**src/indexed_min_heap_priority_queue_top_assert.svh**
```systemverilog
// assertion helpers for the heap queue top level
`ifndef INDEXED_MIN_HEAP_PRIORITY_QUEUE_TOP_ASSERT_SVH
`define INDEXED_MIN_HEAP_PRIORITY_QUEUE_TOP_ASSERT_SVH

// same-cycle implication, checked on i_clk outside reset
`define IMHPQ_ASSERT_IMP(lbl, ante, cons, msg) \
    lbl: assert property (@(posedge i_clk) disable iff (!i_rst_n) (ante) |-> (cons)) \
        else $error(msg);

// next-cycle implication, checked on i_clk outside reset
`define IMHPQ_ASSERT_NXT(lbl, ante, cons, msg) \
    lbl: assert property (@(posedge i_clk) disable iff (!i_rst_n) (ante) |=> (cons)) \
        else $error(msg);

`endif

```
**src/imhpq_pkg.sv**
```systemverilog
package imhpq_pkg;

    localparam int OP_W = 2;
    localparam int ST_W = 2;

    localparam logic [OP_W-1:0] OP_INSERT = 2'd0;
    localparam logic [OP_W-1:0] OP_UPDATE = 2'd1;
    localparam logic [OP_W-1:0] OP_REMOVE = 2'd2;
    localparam logic [OP_W-1:0] OP_QUERY  = 2'd3;

    localparam logic [ST_W-1:0] ST_OK      = 2'd0;
    localparam logic [ST_W-1:0] ST_INVALID = 2'd1;
    localparam logic [ST_W-1:0] ST_FULL    = 2'd2;

    typedef enum logic [2:0] {
        S_IDLE,
        S_LOOKUP,
        S_CHECK,
        S_LAST,
        S_DOWN,
        S_UP,
        S_DONE
    } t_state;

    // broadcast strobes to the level cells
    typedef struct packed {
        logic rd_en;
        logic wr_en;
    } t_cell_ctl;

endpackage

```
**src/imhpq_level_cell.sv**
```systemverilog
module imhpq_level_cell #(
    parameter int LEVEL       = 0,
    parameter int WEIGHT_BITS = 32,
    parameter int ID_W        = 6,
    parameter int NODE_W      = 7,
    parameter int LVL_W       = 3
) (
    input  logic                             i_clk,
    input  logic                             i_rst_n,
    input  imhpq_pkg::t_cell_ctl             i_ctl,
    input  logic [LVL_W-1:0]                 i_rd_lvl,
    input  logic [NODE_W-1:0]                i_rd_node,
    input  logic [LVL_W-1:0]                 i_wr_lvl,
    input  logic [NODE_W-1:0]                i_wr_node,
    input  logic [WEIGHT_BITS+ID_W-1:0]      i_wr_entry,
    input  logic [2*(WEIGHT_BITS+ID_W)-1:0]  i_chain,
    output logic [2*(WEIGHT_BITS+ID_W)-1:0]  o_chain
);

    localparam int EW   = WEIGHT_BITS + ID_W;
    localparam int RW   = (LEVEL > 1) ? LEVEL - 1 : 1;
    localparam int ROWS = 1 << RW;

    // one row holds a sibling pair: even node in the low half, odd node in the high half
    logic [EW-1:0] r_mem_lo [ROWS];
    logic [EW-1:0] r_mem_hi [ROWS];
    logic [EW-1:0] r_rd_lo;
    logic [EW-1:0] r_rd_hi;
    logic          r_rd_hit;

    logic          rd_sel;
    logic          wr_sel;
    logic [RW-1:0] rd_row;
    logic [RW-1:0] wr_row;

    assign rd_sel = i_ctl.rd_en && (i_rd_lvl == LVL_W'(LEVEL));
    assign wr_sel = i_ctl.wr_en && (i_wr_lvl == LVL_W'(LEVEL));
    assign rd_row = i_rd_node[RW:1];
    assign wr_row = i_wr_node[RW:1];

    always_ff @(posedge i_clk) begin
        if (wr_sel) begin
            if (i_wr_node[0]) begin
                r_mem_hi[wr_row] <= i_wr_entry;
            end else begin
                r_mem_lo[wr_row] <= i_wr_entry;
            end
        end
        if (rd_sel) begin
            r_rd_lo <= r_mem_lo[rd_row];
            r_rd_hi <= r_mem_hi[rd_row];
        end
    end

    always_ff @(posedge i_clk) begin
        if (!i_rst_n) begin
            r_rd_hit <= 1'b0;
        end else begin
            r_rd_hit <= rd_sel;
        end
    end

    // read data walks up the row toward level zero
    assign o_chain = r_rd_hit ? {r_rd_hi, r_rd_lo} : i_chain;

endmodule

```
**src/imhpq_pos_table.sv**
```systemverilog
module imhpq_pos_table #(
    parameter int HANDLE_COUNT = 64,
    parameter int ID_W         = 6,
    parameter int SLOT_W       = 5
) (
    input  logic              i_clk,
    input  logic              i_rd_en,
    input  logic [ID_W-1:0]   i_rd_id,
    input  logic              i_wr_en,
    input  logic [ID_W-1:0]   i_wr_id,
    input  logic [SLOT_W-1:0] i_wr_slot,
    output logic [SLOT_W-1:0] o_rd_slot
);

    logic [SLOT_W-1:0] r_mem [HANDLE_COUNT];
    logic [SLOT_W-1:0] r_rd_slot;

    always_ff @(posedge i_clk) begin
        if (i_wr_en) begin
            r_mem[i_wr_id] <= i_wr_slot;
        end
        if (i_rd_en) begin
            r_rd_slot <= r_mem[i_rd_id];
        end
    end

    assign o_rd_slot = r_rd_slot;

endmodule

```
**src/indexed_min_heap_priority_queue_top.sv**
```systemverilog
// channel   dir  handshake                    payload
// s         in   i_s_tvalid / o_s_tready      i_s_tdata, i_s_tuser
// m         out  o_m_tvalid / i_m_tready      o_m_tdata, o_m_tuser
//
// one item at a time: accept, position lookup, slot check, then a sift walks the heap
// level by level (after a fetch of the last entry on a remove) and the result is posted;
// a query or a rejected item skips the sift and goes straight to the result post; each
// sift step is bounded by the single read port of each level cell.
// synchronous active-low reset empties the heap; stale position entries are
// screened by checking the slot's stored handle, so no clearing pass is needed.
// a stalled output holds the result register; the next item is still taken but waits in S_DONE.
`include "indexed_min_heap_priority_queue_top_assert.svh"

module indexed_min_heap_priority_queue_top #(
    parameter int CAPACITY     = 32,
    parameter int HANDLE_COUNT = 64,
    parameter int WEIGHT_BITS  = 32,
    localparam int ID_W        = $clog2(HANDLE_COUNT),
    localparam int CNT_W       = $clog2(CAPACITY + 1),
    localparam int S_TDATA_W   = ((ID_W + WEIGHT_BITS + 7) / 8) * 8,
    localparam int M_TDATA_W   = ((1 + ID_W + 2 * WEIGHT_BITS + CNT_W + 7) / 8) * 8
) (
    input  logic                        i_clk,
    input  logic                        i_rst_n,
    input  logic                        i_s_tvalid,
    output logic                        o_s_tready,
    input  logic [S_TDATA_W-1:0]        i_s_tdata,  // node_id, weight
    input  logic [imhpq_pkg::OP_W-1:0]  i_s_tuser,  // opcode
    output logic                        o_m_tvalid,
    input  logic                        i_m_tready,
    // front_valid, front_id, front_weight, node_weight, entry_count
    output logic [M_TDATA_W-1:0]        o_m_tdata,
    output logic [imhpq_pkg::ST_W-1:0]  o_m_tuser   // status
);

    localparam int SLOT_W  = $clog2(CAPACITY);
    localparam int NODE_W  = CNT_W + 1;
    localparam int NL      = CNT_W;
    localparam int LVL_W   = $clog2(NL + 2);
    localparam int EW      = WEIGHT_BITS + ID_W;
    localparam int CHAIN_W = 2 * EW;

    function automatic logic [LVL_W-1:0] lvl_of(input logic [NODE_W-1:0] m);
        logic [LVL_W-1:0] lv;
        lv = '0;
        for (int b = 0; b < NODE_W; b++) begin
            if (m[b]) begin
                lv = LVL_W'(b);
            end
        end
        return lv;
    endfunction

    imhpq_pkg::t_state r_state, n_state;

    logic [imhpq_pkg::OP_W-1:0] r_op, n_op;
    logic [ID_W-1:0]            r_id, n_id;
    logic [WEIGHT_BITS-1:0]     r_w, n_w;
    logic [WEIGHT_BITS-1:0]     r_mw, n_mw;
    logic [ID_W-1:0]            r_mh, n_mh;
    logic [NODE_W-1:0]          r_n, n_n;
    logic [LVL_W-1:0]           r_lvl, n_lvl;
    logic [CNT_W-1:0]           r_cnt, n_cnt;
    logic [imhpq_pkg::ST_W-1:0] r_status, n_status;
    logic [WEIGHT_BITS-1:0]     r_nodew, n_nodew;
    logic                       r_first, n_first;
    logic [WEIGHT_BITS-1:0]     r_root_w, n_root_w;
    logic [ID_W-1:0]            r_root_h, n_root_h;

    logic                       r_out_valid;
    logic [imhpq_pkg::ST_W-1:0] r_o_status;
    logic                       r_o_fvalid;
    logic [ID_W-1:0]            r_o_fid;
    logic [WEIGHT_BITS-1:0]     r_o_fw;
    logic [WEIGHT_BITS-1:0]     r_o_nw;
    logic [CNT_W-1:0]           r_o_cnt;
    logic                       out_load;

    imhpq_pkg::t_cell_ctl       cell_ctl;
    logic [LVL_W-1:0]           cell_rd_lvl;
    logic [NODE_W-1:0]          cell_rd_node;
    logic [LVL_W-1:0]           cell_wr_lvl;
    logic [NODE_W-1:0]          cell_wr_node;
    logic [EW-1:0]              cell_wr_entry;
    logic [CHAIN_W-1:0]         w_chain [NL+1];

    logic                       pos_rd_en;
    logic [ID_W-1:0]            pos_rd_id;
    logic                       pos_wr_en;
    logic [ID_W-1:0]            pos_wr_id;
    logic [SLOT_W-1:0]          pos_wr_slot;
    logic [SLOT_W-1:0]          pos_rd_slot;

    logic                       s_acc;
    logic [EW-1:0]              rd_lo, rd_hi, sel_ent;
    logic                       sel_par;
    logic [WEIGHT_BITS-1:0]     sel_w;
    logic [ID_W-1:0]            sel_h;
    logic                       id_ok;
    logic                       present;
    logic [NODE_W-1:0]          cnt_ext;
    logic [NODE_W-1:0]          kid_l, kid_r, kid;
    logic                       l_ok, r_ok, pick_l, pick_r;
    logic [WEIGHT_BITS-1:0]     best_w;
    logic [EW-1:0]              kid_ent;
    logic [NODE_W-1:0]          ins_node;
    logic [NODE_W-1:0]          look_node;

    // level cells, one per heap level
    assign w_chain[NL] = '0;

    for (genvar k = 0; k < NL; k++) begin : g_lvl
        imhpq_level_cell #(
            .LEVEL       (k),
            .WEIGHT_BITS (WEIGHT_BITS),
            .ID_W        (ID_W),
            .NODE_W      (NODE_W),
            .LVL_W       (LVL_W)
        ) u_cell (
            .i_clk      (i_clk),
            .i_rst_n    (i_rst_n),
            .i_ctl      (cell_ctl),
            .i_rd_lvl   (cell_rd_lvl),
            .i_rd_node  (cell_rd_node),
            .i_wr_lvl   (cell_wr_lvl),
            .i_wr_node  (cell_wr_node),
            .i_wr_entry (cell_wr_entry),
            .i_chain    (w_chain[k+1]),
            .o_chain    (w_chain[k])
        );
    end

    imhpq_pos_table #(
        .HANDLE_COUNT (HANDLE_COUNT),
        .ID_W         (ID_W),
        .SLOT_W       (SLOT_W)
    ) u_pos (
        .i_clk     (i_clk),
        .i_rd_en   (pos_rd_en),
        .i_rd_id   (pos_rd_id),
        .i_wr_en   (pos_wr_en),
        .i_wr_id   (pos_wr_id),
        .i_wr_slot (pos_wr_slot),
        .o_rd_slot (pos_rd_slot)
    );

    assign o_s_tready = (r_state == imhpq_pkg::S_IDLE);
    assign s_acc      = i_s_tvalid && o_s_tready;

    assign rd_lo = w_chain[0][EW-1:0];
    assign rd_hi = w_chain[0][CHAIN_W-1:EW];

    always_comb begin
        case (r_state)
            imhpq_pkg::S_CHECK: sel_par = r_n[0];
            imhpq_pkg::S_LAST:  sel_par = ~r_cnt[0];
            default:            sel_par = r_n[1];
        endcase
    end

    assign sel_ent = sel_par ? rd_hi : rd_lo;
    assign sel_w   = sel_ent[WEIGHT_BITS-1:0];
    assign sel_h   = sel_ent[EW-1:WEIGHT_BITS];

    assign cnt_ext = {1'b0, r_cnt};
    assign id_ok   = {1'b0, r_id} < (ID_W + 1)'(HANDLE_COUNT);
    // present means the handle is in range, the slot is in use and still carries this handle
    assign present = id_ok && (r_n <= cnt_ext) && (sel_h == r_id);

    assign kid_l   = {r_n[NODE_W-2:0], 1'b0};
    assign kid_r   = {r_n[NODE_W-2:0], 1'b1};
    assign l_ok    = kid_l <= cnt_ext;
    assign r_ok    = kid_r <= cnt_ext;
    assign pick_l  = l_ok && (rd_lo[WEIGHT_BITS-1:0] < r_mw);
    assign best_w  = pick_l ? rd_lo[WEIGHT_BITS-1:0] : r_mw;
    assign pick_r  = r_ok && (rd_hi[WEIGHT_BITS-1:0] < best_w);
    assign kid     = pick_r ? kid_r : kid_l;
    assign kid_ent = pick_r ? rd_hi : rd_lo;

    assign ins_node  = cnt_ext + NODE_W'(1);
    assign look_node = NODE_W'(pos_rd_slot) + NODE_W'(1);

    always_comb begin
        n_state  = r_state;
        n_op     = r_op;
        n_id     = r_id;
        n_w      = r_w;
        n_mw     = r_mw;
        n_mh     = r_mh;
        n_n      = r_n;
        n_lvl    = r_lvl;
        n_cnt    = r_cnt;
        n_status = r_status;
        n_nodew  = r_nodew;
        n_first  = r_first;
        n_root_w = r_root_w;
        n_root_h = r_root_h;

        cell_ctl      = '0;
        cell_rd_lvl   = r_lvl;
        cell_rd_node  = r_n;
        cell_wr_lvl   = r_lvl;
        cell_wr_node  = r_n;
        cell_wr_entry = {r_mh, r_mw};
        pos_rd_en     = 1'b0;
        pos_rd_id     = i_s_tdata[ID_W-1:0];
        pos_wr_en     = 1'b0;
        pos_wr_id     = r_mh;
        pos_wr_slot   = SLOT_W'(r_n - NODE_W'(1));
        out_load      = 1'b0;

        case (r_state)
            imhpq_pkg::S_IDLE: begin
                if (s_acc) begin
                    n_op      = i_s_tuser;
                    n_id      = i_s_tdata[ID_W-1:0];
                    n_w       = i_s_tdata[ID_W +: WEIGHT_BITS];
                    n_status  = imhpq_pkg::ST_OK;
                    n_nodew   = '0;
                    n_first   = 1'b0;
                    pos_rd_en = 1'b1;
                    n_state   = imhpq_pkg::S_LOOKUP;
                end
            end

            imhpq_pkg::S_LOOKUP: begin
                n_n            = look_node;
                n_lvl          = lvl_of(look_node);
                cell_ctl.rd_en = 1'b1;
                cell_rd_lvl    = lvl_of(look_node);
                cell_rd_node   = look_node;
                n_state        = imhpq_pkg::S_CHECK;
            end

            imhpq_pkg::S_CHECK: begin
                n_state = imhpq_pkg::S_DONE;
                n_mw    = r_w;
                n_mh    = r_id;
                case (r_op)
                    imhpq_pkg::OP_INSERT: begin
                        if (present) begin
                            n_status = imhpq_pkg::ST_INVALID;
                            n_nodew  = sel_w;
                        end else if (!id_ok) begin
                            n_status = imhpq_pkg::ST_INVALID;
                        end else if (r_cnt == CNT_W'(CAPACITY)) begin
                            n_status = imhpq_pkg::ST_FULL;
                        end else begin
                            n_cnt          = r_cnt + CNT_W'(1);
                            n_nodew        = r_w;
                            n_n            = ins_node;
                            n_lvl          = lvl_of(ins_node);
                            cell_ctl.rd_en = (ins_node != NODE_W'(1));
                            cell_rd_lvl    = lvl_of(ins_node) - LVL_W'(1);
                            cell_rd_node   = ins_node >> 1;
                            n_state        = imhpq_pkg::S_UP;
                        end
                    end
                    imhpq_pkg::OP_UPDATE: begin
                        if (present) begin
                            n_nodew = r_w;
                            if (sel_w < r_w) begin
                                cell_ctl.rd_en = 1'b1;
                                cell_rd_lvl    = r_lvl + LVL_W'(1);
                                cell_rd_node   = kid_l;
                                n_state        = imhpq_pkg::S_DOWN;
                            end else if (r_w < sel_w) begin
                                cell_ctl.rd_en = (r_n != NODE_W'(1));
                                cell_rd_lvl    = r_lvl - LVL_W'(1);
                                cell_rd_node   = r_n >> 1;
                                n_state        = imhpq_pkg::S_UP;
                            end
                        end else begin
                            n_status = imhpq_pkg::ST_INVALID;
                        end
                    end
                    imhpq_pkg::OP_REMOVE: begin
                        if (present) begin
                            n_cnt = r_cnt - CNT_W'(1);
                            // removing the last slot needs no refill
                            if (r_n != cnt_ext) begin
                                cell_ctl.rd_en = 1'b1;
                                cell_rd_lvl    = lvl_of(cnt_ext);
                                cell_rd_node   = cnt_ext;
                                n_state        = imhpq_pkg::S_LAST;
                            end
                        end else begin
                            n_status = imhpq_pkg::ST_INVALID;
                        end
                    end
                    default: begin
                        if (present) begin
                            n_nodew = sel_w;
                        end else begin
                            n_status = imhpq_pkg::ST_INVALID;
                        end
                    end
                endcase
            end

            imhpq_pkg::S_LAST: begin
                n_mw           = sel_w;
                n_mh           = sel_h;
                n_first        = 1'b1;
                cell_ctl.rd_en = 1'b1;
                cell_rd_lvl    = r_lvl + LVL_W'(1);
                cell_rd_node   = kid_l;
                n_state        = imhpq_pkg::S_DOWN;
            end

            imhpq_pkg::S_DOWN: begin
                n_first = 1'b0;
                if (pick_l || pick_r) begin
                    cell_ctl.wr_en = 1'b1;
                    cell_wr_entry  = kid_ent;
                    pos_wr_en      = 1'b1;
                    pos_wr_id      = kid_ent[EW-1:WEIGHT_BITS];
                    n_n            = kid;
                    n_lvl          = r_lvl + LVL_W'(1);
                    cell_ctl.rd_en = 1'b1;
                    cell_rd_lvl    = r_lvl + LVL_W'(2);
                    cell_rd_node   = {kid[NODE_W-2:0], 1'b0};
                end else if (r_first) begin
                    // refill after a remove did not sink: try rising instead
                    cell_ctl.rd_en = (r_n != NODE_W'(1));
                    cell_rd_lvl    = r_lvl - LVL_W'(1);
                    cell_rd_node   = r_n >> 1;
                    n_state        = imhpq_pkg::S_UP;
                end else begin
                    cell_ctl.wr_en = 1'b1;
                    pos_wr_en      = 1'b1;
                    n_state        = imhpq_pkg::S_DONE;
                end
            end

            imhpq_pkg::S_UP: begin
                if ((r_n != NODE_W'(1)) && (r_mw < sel_w)) begin
                    cell_ctl.wr_en = 1'b1;
                    cell_wr_entry  = sel_ent;
                    pos_wr_en      = 1'b1;
                    pos_wr_id      = sel_h;
                    n_n            = r_n >> 1;
                    n_lvl          = r_lvl - LVL_W'(1);
                    cell_ctl.rd_en = (r_n[NODE_W-1:2] != '0);
                    cell_rd_lvl    = r_lvl - LVL_W'(2);
                    cell_rd_node   = r_n >> 2;
                end else begin
                    cell_ctl.wr_en = 1'b1;
                    pos_wr_en      = 1'b1;
                    n_state        = imhpq_pkg::S_DONE;
                end
            end

            imhpq_pkg::S_DONE: begin
                if (!r_out_valid || i_m_tready) begin
                    out_load = 1'b1;
                    n_state  = imhpq_pkg::S_IDLE;
                end
            end

            default: begin
                n_state = imhpq_pkg::S_IDLE;
            end
        endcase

        // shadow copy of the root slot
        if (cell_ctl.wr_en && (cell_wr_node == NODE_W'(1))) begin
            n_root_w = cell_wr_entry[WEIGHT_BITS-1:0];
            n_root_h = cell_wr_entry[EW-1:WEIGHT_BITS];
        end
    end

    always_ff @(posedge i_clk) begin
        if (!i_rst_n) begin
            r_state     <= imhpq_pkg::S_IDLE;
            r_cnt       <= '0;
            r_first     <= 1'b0;
            r_out_valid <= 1'b0;
        end else begin
            r_state <= n_state;
            r_cnt   <= n_cnt;
            r_first <= n_first;
            if (out_load) begin
                r_out_valid <= 1'b1;
            end else if (i_m_tready) begin
                r_out_valid <= 1'b0;
            end
        end
    end

    always_ff @(posedge i_clk) begin
        r_op     <= n_op;
        r_id     <= n_id;
        r_w      <= n_w;
        r_mw     <= n_mw;
        r_mh     <= n_mh;
        r_n      <= n_n;
        r_lvl    <= n_lvl;
        r_status <= n_status;
        r_nodew  <= n_nodew;
        r_root_w <= n_root_w;
        r_root_h <= n_root_h;
        if (out_load) begin
            r_o_status <= r_status;
            r_o_fvalid <= (r_cnt != '0);
            r_o_fid    <= (r_cnt != '0) ? r_root_h : '0;
            r_o_fw     <= (r_cnt != '0) ? r_root_w : '0;
            r_o_nw     <= r_nodew;
            r_o_cnt    <= r_cnt;
        end
    end

    assign o_m_tvalid = r_out_valid;
    assign o_m_tuser  = r_o_status;
    assign o_m_tdata  = M_TDATA_W'({r_o_cnt, r_o_nw, r_o_fw, r_o_fid, r_o_fvalid});

    `IMHPQ_ASSERT_IMP(a_cnt_bound, 1'b1, r_cnt <= CNT_W'(CAPACITY), "count above capacity")
    `IMHPQ_ASSERT_NXT(a_acc_lookup, s_acc, r_state == imhpq_pkg::S_LOOKUP, "accept without lookup")
    `IMHPQ_ASSERT_IMP(a_walk_node, (r_state == imhpq_pkg::S_DOWN) || (r_state == imhpq_pkg::S_UP), (r_n != '0) && (r_n <= cnt_ext), "sift outside held slots")
    `IMHPQ_ASSERT_IMP(a_cnt_change, r_cnt != $past(r_cnt), $past(r_state) == imhpq_pkg::S_CHECK, "count moved outside check")

endmodule
```
**config.mk**
```make
export PLATFORM = sky130hd
export DESIGN_NAME = indexed_min_heap_priority_queue_top
export DESIGN_NICKNAME = d
export VERILOG_FILES = /design/src/imhpq_pkg.sv /design/src/imhpq_level_cell.sv /design/src/imhpq_pos_table.sv /design/src/indexed_min_heap_priority_queue_top.sv
export VERILOG_INCLUDE_DIRS = /design/src /design/src/src
export SDC_FILE = /design/constraint.sdc
export NUM_CORES = 2
export LEC_CHECK = 0
export BUFFER_PORTS_ARGS = -buffer_cell sky130_fd_sc_hd__buf_2
export CORE_MARGIN = 10
export CORE_UTILIZATION = 35
export DETAILED_ROUTE_END_ITERATION = 16
export SLEW_MARGIN = 10
export SYNTH_ARGS = -nofsm -noshare
export SYNTH_HDL_FRONTEND = slang
export SYNTH_HIERARCHICAL = 1
export SYNTH_SLANG_ARGS = --single-unit
```
**constraint.sdc**
```tcl
create_clock -name i_clk -period 14.2 [get_ports i_clk]
set_input_delay 2.84 -clock i_clk [delete_from_list [all_inputs] [get_ports i_clk]]
set_output_delay 2.84 -clock i_clk [all_outputs]
set_load 0.05 [all_outputs]
```
Yosys cells after proc, flatten, opt, wreduce, memory -nomap -nowiden:

Memory sizes are Yosys's and may differ from the RTL's. A register that Yosys moved wholly into a read port is not among the register bits.
Index checks and enable logic that the tools add are counted.
Widths: inputs -> output; s select.

* output and inout port bits: 84
* memories: 13
* RAM bits: 2904
* register bits: 256

Memories
* g_lvl[5].u_cell.r_mem_hi: words 16, width 38, rd ports 1, clocked after Yosys merged registers in 1, write ports 1, RTL line imhpq_level_cell.sv:26 `logic [EW-1:0] r_mem_hi [ROWS];`
* g_lvl[5].u_cell.r_mem_lo: words 16, width 38, rd ports 1, clocked after Yosys merged registers in 1, write ports 1, RTL line imhpq_level_cell.sv:25 `logic [EW-1:0] r_mem_lo [ROWS];`
* u_pos.r_mem: words 64, width 5, rd ports 1, clocked after Yosys merged registers in 1, write ports 1, RTL line imhpq_pos_table.sv:15 `logic [SLOT_W-1:0] r_mem [HANDLE_COUNT];`
* g_lvl[4].u_cell.r_mem_hi: words 8, width 38, rd ports 1, clocked after Yosys merged registers in 1, write ports 1, RTL line imhpq_level_cell.sv:26
* g_lvl[4].u_cell.r_mem_lo: words 8, width 38, rd ports 1, clocked after Yosys merged registers in 1, write ports 1, RTL line imhpq_level_cell.sv:25
* g_lvl[3].u_cell.r_mem_hi: words 4, width 38, rd ports 1, clocked after Yosys merged registers in 1, write ports 1, RTL line imhpq_level_cell.sv:26
* 7 more memories

* muxes and demuxes: 156
* $add $sub $neg: 10
* $lt $le $gt $ge: 8
* equality and inequality tests: 42
* reductions and logical operators: 41
* bitwise operators: 1

Operators with widths (count)
* $mux 76: 6
* $mux 32: 6
* $lt 32x32->1: 5
* $mux 38: 4
* $pmux 32 s2: 2
* $mux 3: 36
* $pmux 32 s3: 1
* $pmux 38 s2: 1
* $mux 1: 50
* $mux 5: 10
* $pmux 6 s2: 3
* $mux 7: 5
* $mux 6: 5
* $pmux 7 s4: 1
* $pmux 5 s5: 1
* $mux 2: 12
* $ne 2x2->1 const B: 11
* $eq 3x3->1 const B: 7
* $le 7x6->1: 3
* $pmux 3 s7: 1
* $eq 3x2->1 const B: 6
* $logic_and 1x1->1: 18
* $pmux 3 s3: 2
* $pmux 3 s5: 1
* 42 further kinds: 61

Depth between registers and ports, before layout:

* word-level depth: 19
* gate-level depth with buffers: 36
* depth with buffers taken out: 28

Hierarchy:

The synthesis kept the hierarchy.

By module, submodules not included
* imhpq_level_cell at g_lvl[5].u_cell: cells an instance 2067, times used 1, area each 48821.8 um2, sequential area each 38817.2 um2
* imhpq_level_cell at g_lvl[4].u_cell: cells an instance 1067, times used 1, area each 26137.6 um2, sequential area each 20559.7 um2
* imhpq_level_cell at g_lvl[1].u_cell ...: cells an instance 405, times used 2, area each 9071.2 um2, sequential area each 6866.6 um2
* indexed_min_heap_priority_queue_top: cells an instance 1696, times used 1, area each 16543.4 um2, sequential area each 7397.1 um2
* imhpq_level_cell at g_lvl[3].u_cell: cells an instance 573, times used 1, area each 14296.2 um2, sequential area each 11431.0 um2
* imhpq_pos_table: cells an instance 642, times used 1, area each 12936.2 um2, sequential area each 9759.4 um2
* imhpq_level_cell at g_lvl[0].u_cell: cells an instance 405, times used 1, area each 8744.6 um2, sequential area each 6866.6 um2

Worst setup path before layout:

OpenSTA, ideal clock, no wires.

* path type: reg2reg
* start: register g_lvl[5].u_cell.r_rd_hit
* end: register g_lvl[0].u_cell.r_rd_hi[0], read port of g_lvl[0].u_cell.r_mem_hi (enable)
* data arrival time: 13926 ps
* library setup time: 726 ps
* stages on the path, launching flop included: 29
* data required time: 13474 ps
* period minus slack after synthesis: 14652 ps
* path slack: -452 ps
* buffers on the path: 4
* cell sequence: dfxtp_1 clkbuf_1 mux2_2 mux2_2 mux2_2 mux2_2 mux2_2 mux2_2 ha_1 a211o_1 a31oi_1 o311a_1 o41ai_1 a211oi_2 buf_2 buf_1 nor2_1 a21oi_1 ha_1 a211oi_1 nor2_1 a2111oi_0 o211ai_1 o41ai_2 buf_4 or2_2 o21ai_0 o32a_1 nor4b_1

RTL lines
* start, declared: RTL line imhpq_level_cell.sv:29 `logic r_rd_hit;`
* start signal, assigned: RTL line imhpq_level_cell.sv:59 `r_rd_hit <= rd_sel;`
* end, declared: RTL line imhpq_level_cell.sv:28 `logic [EW-1:0] r_rd_hi;`

==> impl_summary.log <==
[metrics] WP data arrival: 11,850 ps
[metrics] category of cells accounting for the largest share of critical-path delay: simple AND/OR/NAND/NOR gates
[metrics] post-CTS clock slew at the launch and capture registers of the worst setup and hold paths: 60 ps
[metrics] Worst Tran Pin Value: 1240 ps
[metrics] core area: 0.413 sq mm
[metrics] Crit Path Category: flop to flop
[metrics] vias per cell: 5.30
[metrics] WL/cell: 26.3 microns
[metrics] setup TNS: 0 ps
[metrics] Detailed Routing Iterations Pass 1: 6
[metrics] global placement routability congestion: 0.844
[metrics] stage delay of the slowest cell on the critical path: 970 ps
[metrics] antenna violations before repair: 13
[metrics] number of hold-slack violations in the final timing report: 0
[metrics] required time of the worst setup path: 14,900 ps
[metrics] clock buffer count from CTS: 361
[metrics] global routing usage on met3: 0.0190
[metrics] final setup violating endpoints: 0
[metrics] Yosys warning count: 6
[metrics] vias in the first global route: 73,300
[metrics] critical path capture point type: flop
[metrics] met2 Resource Use GR: 0.265
[metrics] number of DRC markers after the initial detailed-route iteration: 7,327
[metrics] total die area: 0.442 sq mm
[metrics] insertion delay of the later-clocked pin in the worst-skew pair: 920 ps
[metrics] # rows: 236
[metrics] share of layout cells above drive strength 1: 0.301
[metrics] final max-slew violation count: 0
[metrics] WL final: 353,000 microns
[metrics] total routing usage reported by global routing: 0.154
[metrics] global-route wire length before repair: 511,000 microns
[metrics] routed vias: 70,900
[metrics] result of the run: finished, final reports clean
[metrics] net count of the finished layout: 7,822
[metrics] final standard cell utilization of the core: 0.401
[metrics] die outline height: 665 microns
[metrics] Post-CTS Setup Inserts: 0
[metrics] Post-Syn Area: 0.145 sq mm
[metrics] final worst slack: 3050 ps
[metrics] Worst path slowest cell: sky130_fd_sc_hd__o41ai_1
[metrics] buffer and inverter count on the worst path: 4
[metrics] power density normalized to cell area: 224 mW/mm^2
[metrics] CTS root buf: sky130_fd_sc_hd__clkbuf_16
[metrics] CTS tree: done
[metrics] met1 usage: 0.208
[metrics] reg-to-reg setup timing slack: 3050 ps
[metrics] portion of the clock cycle consumed by the worst path in the final layout: 0.785
[metrics] Worst Setup Slack post-DPL: 3130 ps
[metrics] maximum level of the CTS H-tree: 5
[metrics] maximum clock rate: 89.7 MHz
[metrics] # hold bufs at CTS: 0
[metrics] Gates resized, CTS repair: 0
[metrics] GR Overflow Total: 0
[metrics] remaining max-slew budget at the tightest pin: 0.172
[metrics] reported max-cap violation count: 0
[metrics] Initial Util: 0.352
[metrics] number of ports placed on the die boundary: 130
[metrics] port buffer count: 124
[metrics] maximum net fanout on the critical path: 114
[metrics] most heavily used metal layer in global routing: met2
[metrics] static leakage: 0.0526 uW
[metrics] Residual DRC: 0
[metrics] final antenna-violating net count: 0
[metrics] half-perimeter wire length after detailed placement: 199,000 microns
[metrics] mean instance size in the synthesized netlist: 20.1 sq um
[metrics] skew final: 90.2 ps
[metrics] post-route minimum period: 11,150 ps
[metrics] pin count of the biggest net entering global routing: 135
[metrics] clock sinks: 3,621
[metrics] most numerous cell on the critical path: sky130_fd_sc_hd__mux2_2
[metrics] Hold/Removal Path Class: flop to flop
[metrics] RSZ-0062 raised after global routing: no
[metrics] count of mapped cells out of synthesis: 7,222
[metrics] Clock Path Buffers: 4
[metrics] worst voltage drop across the vdd grid: 0.290 mV
[metrics] area added between synthesis and finish: 14.0%
[metrics] crit path launch type: flop
[metrics] width of the chip: 665 microns
-- per-layer routing --
metal | vias up | part of all wire | routed length [microns]
li1 | 30300 | - | -
met1 | 37900 | 0.42 | 148000
met2 | 2182 | 0.50 | 177000
met3 | 521 | 0.055 | 19300
met4 | 0 | 0.025 | 8760
met5 | - | 0 | 0
-- layout by cell type (no fill, tap or decap), drive strengths merged, types with 65 or more instances in the layout --
master and n:
nor2 281, o21ai 99, clkinv 161, edfxtp 3604, a22oi 163, nor3 65
ha 157, buf 332, mux2 767, nand2 226, inv 80, conb 79
clkbuf 440, mux4 608, a21oi 191
-- power by group --
part	internal (uW)	switching [uW]
clock network	5490	3980
registers	13900	235
logic	5640	7900
-- through the flow --
step | total power, uW | instance area [sq um] | instances | hold WS (ps)
after global placement | 27700 | 154000 | 12700 | 409
after detailed placement | 28000 | 154000 | 12700 | 405
final | 37100 | 166000 | 13400 | 418
after CTS | 37400 | 166000 | 13400 | 420
after floorplan | 24100 | 146000 | 7300 | 400
after global routing | 38800 | 166000 | 13400 | 420
-- registers in the layout, indices dropped and copies added (netlist names), 3 cells and up --
register               flops
g_lvl.u_cell/r_mem_hi   1292
g_lvl.u_cell/r_mem_lo   1292
u_pos/r_mem              320
g_lvl.u_cell/r_rd_hi     228
g_lvl.u_cell/r_rd_lo     228
r_mw                      32
r_nodew                   32
r_o_fw                    32
r_o_nw                    32
r_root_w                  32
r_w                       32
cell_wr_node               7
g_lvl.u_cell/r_rd_hit      6
r_cnt                      6
r_id                       6
r_mh                       6
r_o_cnt                    6
r_o_fid                    6
r_root_h                   6
u_pos/o_rd_slot            5
cell_wr_lvl                3
r_state                    3
-- layout make-up --
type	instances	area [sq um]
Antenna cell	3	7.51
Clock buffer	440	9520
Clock inverter	213	2150
Fill cell	36500	248000
Inverter	74	278
Multi-Input combinational cell	3228	35900
Sequential cell	3621	109000
Tap cell	5474	6850
Timing Repair Buffer	332	2380
-- path summary, 6_finish.rpt --
kind	startpoint	end	cells after the start
max	g_lvl[5].u_cell/r_rd_hit$_SDFF_PN0_	g_lvl[5].u_cell/r_rd_hi[31]$_DFFE_PP_	31
max reg2reg	g_lvl[5].u_cell/r_rd_hit$_SDFF_PN0_	g_lvl[5].u_cell/r_rd_hi[31]$_DFFE_PP_	31
min reg2reg	r_nodew[20]$_SDFFCE_PN0P_	r_o_nw[20]$_DFFE_PP_	0
min	r_nodew[20]$_SDFFCE_PN0P_	r_o_nw[20]$_DFFE_PP_	0
Power figures use the tool's default switching activity.
